File: config.mk
export PLATFORM = sky130hd
export DESIGN_NAME = chunk_rms_level_meter_top
export DESIGN_NICKNAME = d
export VERILOG_FILES = /design/src/design/crlm_pkg.sv /design/src/design/crlm_ctrl.sv /design/src/design/crlm_datapath.sv /design/src/design/chunk_rms_level_meter_top.sv
export SDC_FILE = /design/constraint.sdc
export NUM_CORES = 2
export LEC_CHECK = 0
export ABC_AREA = 0
export ABC_CLOCK_PERIOD_IN_PS = 11400
export CAP_MARGIN = 15
export CORE_MARGIN = 3
export CORE_UTILIZATION = 52
export DETAILED_ROUTE_END_ITERATION = 6
export DONT_BUFFER_PORTS = 1
export PLACE_DENSITY = 0.77
export SLEW_MARGIN = 20
export SYNTH_ARGS = -nofsm -noshare
export SYNTH_HDL_FRONTEND = slang
export SYNTH_HIERARCHICAL = 1
export SYNTH_SLANG_ARGS = --single-unit
File: constraint.sdc
create_clock -name clk_i -period 11.4 [get_ports clk_i]
set_input_delay 1.71 -clock clk_i [delete_from_list [all_inputs] [get_ports clk_i]]
set_output_delay 1.71 -clock clk_i [all_outputs]
set_load 0.01 [all_outputs]
File: src/design/crlm_pkg.sv
package crlm_pkg;

  localparam int unsigned LOG2_CHUNK   = 10;
  localparam int unsigned NUM_CHANNELS = 2;

  localparam int unsigned SampleW = 32;
  localparam int unsigned SumW    = 63;
  localparam int unsigned ProdW   = 2 * SampleW;
  localparam int unsigned SlotW   = 3;
  localparam int unsigned FrameW  = 16;
  localparam int unsigned RootW   = 32;
  localparam int unsigned RemW    = RootW + 2;
  localparam int unsigned StepW   = $clog2(RootW);

  localparam logic [FrameW-1:0] LastFrame = FrameW'((1 << LOG2_CHUNK) - 1);
  localparam logic [StepW-1:0]  LastStep  = StepW'(RootW - 1);

  typedef enum logic [2:0] {
    ST_IDLE,
    ST_SQUARE,
    ST_ACCUM,
    ST_ROOT,
    ST_LOAD
  } state_e;

  typedef struct packed {
    logic take;
    logic square;
    logic accum;
    logic root_step;
    logic load;
  } cmd_t;

  typedef struct packed {
    logic first;
    logic last;
    logic root_done;
    logic out_free;
  } status_t;

endpackage

File: src/design/crlm_ctrl.sv
module crlm_ctrl (
  input  logic             clk_i,
  input  logic             rst_ni,
  input  logic             in_valid_i,
  output logic             in_ready_o,
  input  crlm_pkg::status_t status_i,
  output crlm_pkg::cmd_t    cmd_o
);
  import crlm_pkg::*;

  state_e state_q, state_d;

  always_ff @(posedge clk_i or negedge rst_ni) begin
    if (!rst_ni) begin
      state_q <= ST_IDLE;
    end else begin
      state_q <= state_d;
    end
  end

  always_comb begin
    state_d    = state_q;
    cmd_o      = '0;
    in_ready_o = 1'b0;
    case (state_q)
      ST_IDLE: begin
        in_ready_o = 1'b1;
        if (in_valid_i) begin
          cmd_o.take = 1'b1;
          if (status_i.first) begin
            state_d = ST_SQUARE;
          end
        end
      end
      ST_SQUARE: begin
        cmd_o.square = 1'b1;
        state_d      = ST_ACCUM;
      end
      ST_ACCUM: begin
        cmd_o.accum = 1'b1;
        state_d     = status_i.last ? ST_ROOT : ST_LOAD;
      end
      ST_ROOT: begin
        cmd_o.root_step = 1'b1;
        if (status_i.root_done) begin
          state_d = ST_LOAD;
        end
      end
      ST_LOAD: begin
        if (status_i.out_free) begin
          cmd_o.load = 1'b1;
          state_d    = ST_IDLE;
        end
      end
      default: begin
        state_d = ST_IDLE;
      end
    endcase
  end

endmodule

File: src/design/crlm_datapath.sv
module crlm_datapath (
  input  logic                           clk_i,
  input  logic                           rst_ni,
  input  crlm_pkg::cmd_t                 cmd_i,
  output crlm_pkg::status_t              status_o,
  input  logic signed [crlm_pkg::SampleW-1:0] sample_i,
  output logic                           out_valid_o,
  input  logic                           out_ready_i,
  output logic signed [crlm_pkg::SampleW-1:0] channel0_sample_o,
  output logic [crlm_pkg::RootW-1:0]     rms_level_o,
  output logic                           chunk_done_o
);
  import crlm_pkg::*;

  logic [SlotW-1:0]   slot_q;
  logic [SlotW:0]     slot_inc;
  logic [FrameW-1:0]  frame_q;
  logic [SumW-1:0]    sum_q, sum_d;
  logic [SampleW-1:0] sample_q;
  logic [SampleW-1:0] mag_q, mag_d;
  logic [ProdW-1:0]   prod_q;
  logic [ProdW-1:0]   prod_sh;
  logic [ProdW-1:0]   rad_q;
  logic [RemW-1:0]    rem_q;
  logic [RemW+1:0]    rem_sh, trial;
  logic [RootW-1:0]   root_q;
  logic [StepW-1:0]   step_q;
  logic               done_q;
  logic               out_valid_q;
  logic [SampleW-1:0] ch0_q;
  logic [RootW-1:0]   rms_q;
  logic               chunk_done_q;

  assign slot_inc = {1'b0, slot_q} + 1'b1;
  assign mag_d    = sample_i[SampleW-1] ? (~sample_i + 1'b1) : sample_i;
  assign prod_sh  = prod_q >> LOG2_CHUNK;
  assign sum_d    = sum_q + prod_sh[SumW-1:0];
  assign rem_sh   = {rem_q, rad_q[ProdW-1 -: 2]};
  assign trial    = {2'b00, root_q, 2'b01};

  always_ff @(posedge clk_i or negedge rst_ni) begin
    if (!rst_ni) begin
      slot_q  <= '0;
      frame_q <= '0;
      sum_q   <= '0;
      done_q  <= 1'b0;
    end else begin
      if (cmd_i.take) begin
        slot_q <= (slot_inc >= (SlotW+1)'(NUM_CHANNELS)) ? '0 : slot_inc[SlotW-1:0];
      end
      if (cmd_i.accum) begin
        done_q <= (frame_q == LastFrame);
        if (frame_q == LastFrame) begin
          frame_q <= '0;
          sum_q   <= '0;
        end else begin
          frame_q <= frame_q + 1'b1;
          sum_q   <= sum_d;
        end
      end
    end
  end

  always_ff @(posedge clk_i) begin
    if (cmd_i.take) begin
      sample_q <= sample_i;
      mag_q    <= mag_d;
    end
    if (cmd_i.square) begin
      prod_q <= mag_q * mag_q;
    end
    if (cmd_i.accum) begin
      rad_q  <= {1'b0, sum_d};
      rem_q  <= '0;
      root_q <= '0;
      step_q <= LastStep;
    end else if (cmd_i.root_step) begin
      rad_q  <= rad_q << 2;
      step_q <= step_q - 1'b1;
      if (rem_sh >= trial) begin
        rem_q  <= RemW'(rem_sh - trial);
        root_q <= {root_q[RootW-2:0], 1'b1};
      end else begin
        rem_q  <= rem_sh[RemW-1:0];
        root_q <= {root_q[RootW-2:0], 1'b0};
      end
    end
  end

  always_ff @(posedge clk_i or negedge rst_ni) begin
    if (!rst_ni) begin
      out_valid_q <= 1'b0;
    end else if (cmd_i.load) begin
      out_valid_q <= 1'b1;
    end else if (out_ready_i) begin
      out_valid_q <= 1'b0;
    end
  end

  always_ff @(posedge clk_i) begin
    if (cmd_i.load) begin
      ch0_q        <= sample_q;
      rms_q        <= done_q ? root_q : '0;
      chunk_done_q <= done_q;
    end
  end

  assign status_o.first     = (slot_q == '0);
  assign status_o.last      = (frame_q == LastFrame);
  assign status_o.root_done = (step_q == '0);
  assign status_o.out_free  = !out_valid_q || out_ready_i;

  assign out_valid_o       = out_valid_q;
  assign channel0_sample_o = ch0_q;
  assign rms_level_o       = rms_q;
  assign chunk_done_o      = chunk_done_q;

endmodule

File: src/design/chunk_rms_level_meter_top.sv
// A first-channel beat is registered, squared and accumulated, then loaded as a result beat;
// on the last frame of a chunk, 32 square-root iterations (one root bit each) come first.
// No new beat is taken until that load, which waits while an unaccepted result is held;
// other-channel beats are taken alone and give no result.
// Reset clears channel slot, frame count, accumulator and the output valid;
// the block is ready right after reset.
module chunk_rms_level_meter_top (
  input  logic                                clk_i,
  input  logic                                rst_ni,
  input  logic                                in_valid_i,
  output logic                                in_ready_o,
  input  logic signed [crlm_pkg::SampleW-1:0] sample_i,
  output logic                                out_valid_o,
  input  logic                                out_ready_i,
  output logic signed [crlm_pkg::SampleW-1:0] channel0_sample_o,
  output logic [crlm_pkg::RootW-1:0]          rms_level_o,
  output logic                                chunk_done_o
);
  import crlm_pkg::*;

  cmd_t    cmd;
  status_t status;

  crlm_ctrl u_ctrl (
    .clk_i      (clk_i),
    .rst_ni     (rst_ni),
    .in_valid_i (in_valid_i),
    .in_ready_o (in_ready_o),
    .status_i   (status),
    .cmd_o      (cmd)
  );

  crlm_datapath u_datapath (
    .clk_i             (clk_i),
    .rst_ni            (rst_ni),
    .cmd_i             (cmd),
    .status_o          (status),
    .sample_i          (sample_i),
    .out_valid_o       (out_valid_o),
    .out_ready_i       (out_ready_i),
    .channel0_sample_o (channel0_sample_o),
    .rms_level_o       (rms_level_o),
    .chunk_done_o      (chunk_done_o)
  );

endmodule

==> flow_metrics.env <==
export IMPL_reg2reg_slack_ns=2.68
export IMPL_cts_made_buffers=44
export IMPL_tightest_slew_ns=1.109
export IMPL_synth_edf_count=245
export IMPL_via_per_inst=5.475
export IMPL_startpoint_type="register"
export IMPL_clock_skew_ns=0.03031
export IMPL_avgSynthCellArea_um2=9.947
export IMPL_synth_nets=6175
export IMPL_nFillCells=8006
export IMPL_clock_path_buffers=3
export IMPL_postSynth_asyncResetShare_pct=21.53
export IMPL_die_w_um=313.9
export IMPL_grt_max_degree=143
export IMPL_ys_seq_elements=404
export IMPL_start_util_pct=52.67
export IMPL_drv_slew=0
export IMPL_insertion_delay_ns=0.60
export IMPL_num_rows=112
export IMPL_worstSetupStartpoint="u_datapath/mag_q[5]$_DFFE_PP_"
export IMPL_status="finished, final reports clean"
export IMPL_hold_class="reg -> reg"
export IMPL_slew_headroom_pct=26.03
export IMPL_core_area_um2=93610
export IMPL_dpl_instance_area_um2=50510
export IMPL_worst_ep_required_time_ns=11.74
export IMPL_cts_resized=0
export IMPL_grt_pass1_vias=36160
export IMPL_io_buffers=0
export IMPL_ant_nets=0
export IMPL_vias=33640
export IMPL_crit_path_end="u_datapath/prod_q[57]$_DFFE_PP_"
export IMPL_tns_ns=0
export IMPL_r2r_end="u_datapath/prod_q[57]$_DFFE_PP_"
export IMPL_clk_pin_slew_ns=0.06
export IMPL_synthesis_area_um2=49310
export IMPL_crit_path_frequent_cell="fa_1"
export IMPL_setup_violations=0
export IMPL_synth_ff_type="edfxtp_1"
export IMPL_place_ws_ns=2.717
export IMPL_worstSetupPathType="reg -> reg"
export IMPL_rr_startpoint="u_datapath/mag_q[5]$_DFFE_PP_"
export IMPL_syn_inst=4957
export IMPL_setup_slack_ns=2.682
export IMPL_drive_gt1_share_pct=4.643
export IMPL_synth_yosys_seq_area_share_pct=22.26
export IMPL_fin_util_pct=55.63
export IMPL_finalNetCount=6073
export IMPL_critPathMaxFanout=19
export IMPL_syn_to_final_growth_pct=5.613
export IMPL_ff2ff_path_depth=26
export IMPL_finalInstanceArea_um2=52070
export IMPL_hpwl_um=87460
export IMPL_track_usage_pct=23.67
export IMPL_hold_buffers=0
export IMPL_ioPinCount=103
export IMPL_multi_input_area_um2=33700
export IMPL_antenna_found_initial=2
export IMPL_drv_cap=0
export IMPL_period_minus_slack_ns=8.718
export IMPL_post_cts_setup_buffers=0
export IMPL_root_buffer="clkbuf_16"
export IMPL_grt_ovfl_total=0
export IMPL_cp_end_kind="register"
export IMPL_fin_crit_sh_pct=76.47
export IMPL_yosys_warnings=6
export IMPL_drtPass1Iterations=5
export IMPL_grt_setup_unrepaired="false"
export IMPL_wirelength_um=113500
export IMPL_drc=0
export IMPL_max_stage_delay_ns=0.95
export IMPL_drt_wirelength_per_cell_um=18.48
export IMPL_die_area_um2=98550
export IMPL_chipHeight_um=313.9
export IMPL_finalHoldViolations=0
export IMPL_synth_cell_types=78
export IMPL_slowest_stage="edfxtp_1"
export IMPL_critPathArrivalTime_ns=9.06
export IMPL_seq_area_um2=10980
export IMPL_drt_iter0_drc=2553
export IMPL_holdPathStages=0
export IMPL_h_tree_depth=2
export IMPL_cts_tree="yes"
export IMPL_cts_sink_count=404
export IMPL_max_freq_ghz=0.1147
export IMPL_grt_pass1_wl_um=187700
export IMPL_gp_congestion=0.9475
flip-flops by register name (all words and copies together), names as in the netlist:
register	cells
u_datapath/done_q	1
u_datapath/rem_q	34
u_datapath/rms_level_o	32
u_datapath/sum_q	63
u_datapath/mag_q	31
u_datapath/channel0_sample_o	32
u_datapath/chunk_done_o	1
u_datapath/root_q	32
u_datapath/sample_q	32
u_datapath/frame_q	16
u_datapath/slot_q	3
u_datapath/step_q	5
u_ctrl/state_q	3
u_datapath/prod_q	54
u_datapath/rad_q	64
u_datapath/out_valid_o	1
cell usage after synthesis (7+ instances only):
| cell type | count | area (um^2) |
|---|---|---|
| nor4_1 | 7 | 43.79 |
| nand2_1 | 422 | 1584 |
| dfxtp_1 | 72 | 1441 |
| o21bai_1 | 29 | 217.7 |
| nor2_1 | 191 | 716.9 |
| a31o_2 | 25 | 219.0 |
| nand3_1 | 64 | 320.3 |
| xor2_1 | 83 | 727.0 |
| nor2b_1 | 36 | 225.2 |
| edfxtp_1 | 245 | 7357 |
| xnor2_1 | 144 | 1261 |
| a211oi_1 | 34 | 255.2 |
| mux2_2 | 56 | 630.6 |
| dfrtp_1 | 87 | 2177 |
| o211ai_1 | 16 | 120.1 |
| or4_1 | 8 | 60.06 |
| o21a_1 | 14 | 105.1 |
| mux2i_1 | 50 | 500.5 |
| a21o_1 | 75 | 563.0 |
| o31ai_1 | 20 | 150.1 |
| clkbuf_1 | 177 | 664.4 |
| a31oi_1 | 22 | 137.6 |
| ha_1 | 392 | 4905 |
| nor3_1 | 24 | 120.1 |
| and2_1 | 295 | 1846 |
| buf_1 | 13 | 48.80 |
| nand2b_1 | 21 | 131.4 |
| or3_1 | 12 | 75.07 |
| inv_1 | 1045 | 3923 |
| nand4_1 | 27 | 168.9 |
| a21oi_1 | 180 | 900.9 |
| or2_2 | 10 | 62.56 |
| o21ai_0 | 128 | 640.6 |
| fa_1 | 790 | 15820 |
| a221oi_1 | 7 | 61.31 |
| and3_1 | 29 | 181.4 |
per-layer routing:
metal	GRT usage, %	share of wire [%]
met1	31.30	42
met2	38.96	47
met3	4.470	7.2
met4	8.807	4.2
met5	0	0.0097
worst max-delay path, delay by kind of cell (launching register included):
family | cells | cell delay, ns
DFF | 1 | 0.95
and+or+nand+nor | 3 | 0.57
xor gates and xnor gates | 1 | 0.17
buffers and inverters | 6 | 0.74
adders and majority gates | 9 | 3.90
AOI/OAI and AO/OA | 7 | 2.16
worst min-delay path by stage:
stage	end	slack (ns)	startpoint
6_report	u_datapath/channel0_sample_o[4]$_DFFE_PP_	0.41	u_datapath/sample_q[4]$_DFFE_PP_
5_1_grt	u_datapath/channel0_sample_o[31]$_DFFE_PP_	0.43	u_datapath/sample_q[31]$_DFFE_PP_
4_1_cts	u_datapath/channel0_sample_o[4]$_DFFE_PP_	0.40	u_datapath/sample_q[4]$_DFFE_PP_
3_5_place_dp	u_datapath/channel0_sample_o[22]$_DFFE_PP_	0.40	u_datapath/sample_q[22]$_DFFE_PP_
3_3_place_gp	u_datapath/channel0_sample_o[5]$_DFFE_PP_	0.40	u_datapath/sample_q[5]$_DFFE_PP_
2_1_floorplan	u_datapath/channel0_sample_o[10]$_DFFE_PP_	0.40	u_datapath/sample_q[10]$_DFFE_PP_
metrics by stage:
step | hold slack, ns | std cells
after floorplan | 0.4003 | 4957
after global placement | 0.4015 | 6062
after detailed placement | 0.4045 | 6062
after CTS | 0.4047 | 6142
after global routing | 0.4274 | 6144
final | 0.4079 | 6145
logic make-up after synthesis:
group | share of synthesized area (%)
simple gates | 11.78
compound gates | 8.168
mux | 2.294
buf+inv | 9.447
xor+xnor | 4.032
flops | 22.26
fa+ha+maj | 42.02
area by class of cell:
cell class / instances / share of cell area [%]
clock buffer: 56 / 2.357
multi-input combinational: 3314 / 64.72
clock inverter: 24 / 0.6055
timing repair buffer: 43 / 0.6679
tap: 1254 / 3.013
sequential: 404 / 21.08
inverter: 1048 / 7.554
antenna: 2 / 0.009611
cells in the final DEF (no fill, tap or decap), types with 7 or more instances in the layout:
| master | netlist | final |
|---|---|---|
| clkinv_2 | 0 | 7 |
| fa_1 | 790 | 790 |
| a21oi_1 | 180 | 180 |
| dfxtp_1 | 72 | 72 |
| xor2_1 | 83 | 83 |
| mux2i_1 | 50 | 50 |
| o21a_1 | 14 | 14 |
| xnor2_1 | 144 | 144 |
| ha_1 | 392 | 392 |
| nand2b_1 | 21 | 21 |
| inv_1 | 1045 | 1045 |
| o31ai_1 | 20 | 20 |
| a21o_1 | 75 | 75 |
| nand2_1 | 422 | 422 |
| a31oi_1 | 22 | 22 |
| dfrtp_1 | 87 | 87 |
| nand4_1 | 27 | 27 |
| a31o_2 | 25 | 25 |
| a211oi_1 | 34 | 34 |
| mux2_2 | 56 | 56 |
| clkbuf_16 | 0 | 45 |
| nor2_1 | 191 | 189 |
| nor3_1 | 24 | 23 |
| or3_1 | 12 | 11 |
| and3_1 | 29 | 29 |
| or4_1 | 8 | 8 |
| o211ai_1 | 16 | 16 |
| o21bai_1 | 29 | 29 |
| edfxtp_1 | 245 | 245 |
| nor2b_1 | 36 | 36 |
| a221oi_1 | 7 | 7 |
| nor4_1 | 7 | 7 |
| or2_2 | 10 | 10 |
| nand3_1 | 64 | 64 |
| buf_4 | 0 | 41 |
| and2_1 | 295 | 294 |
| o21ai_0 | 128 | 128 |
Power is left out: the tool's default activity adds up to more than one toggle a clock period on the data nets, which glitch-free logic cannot reach.
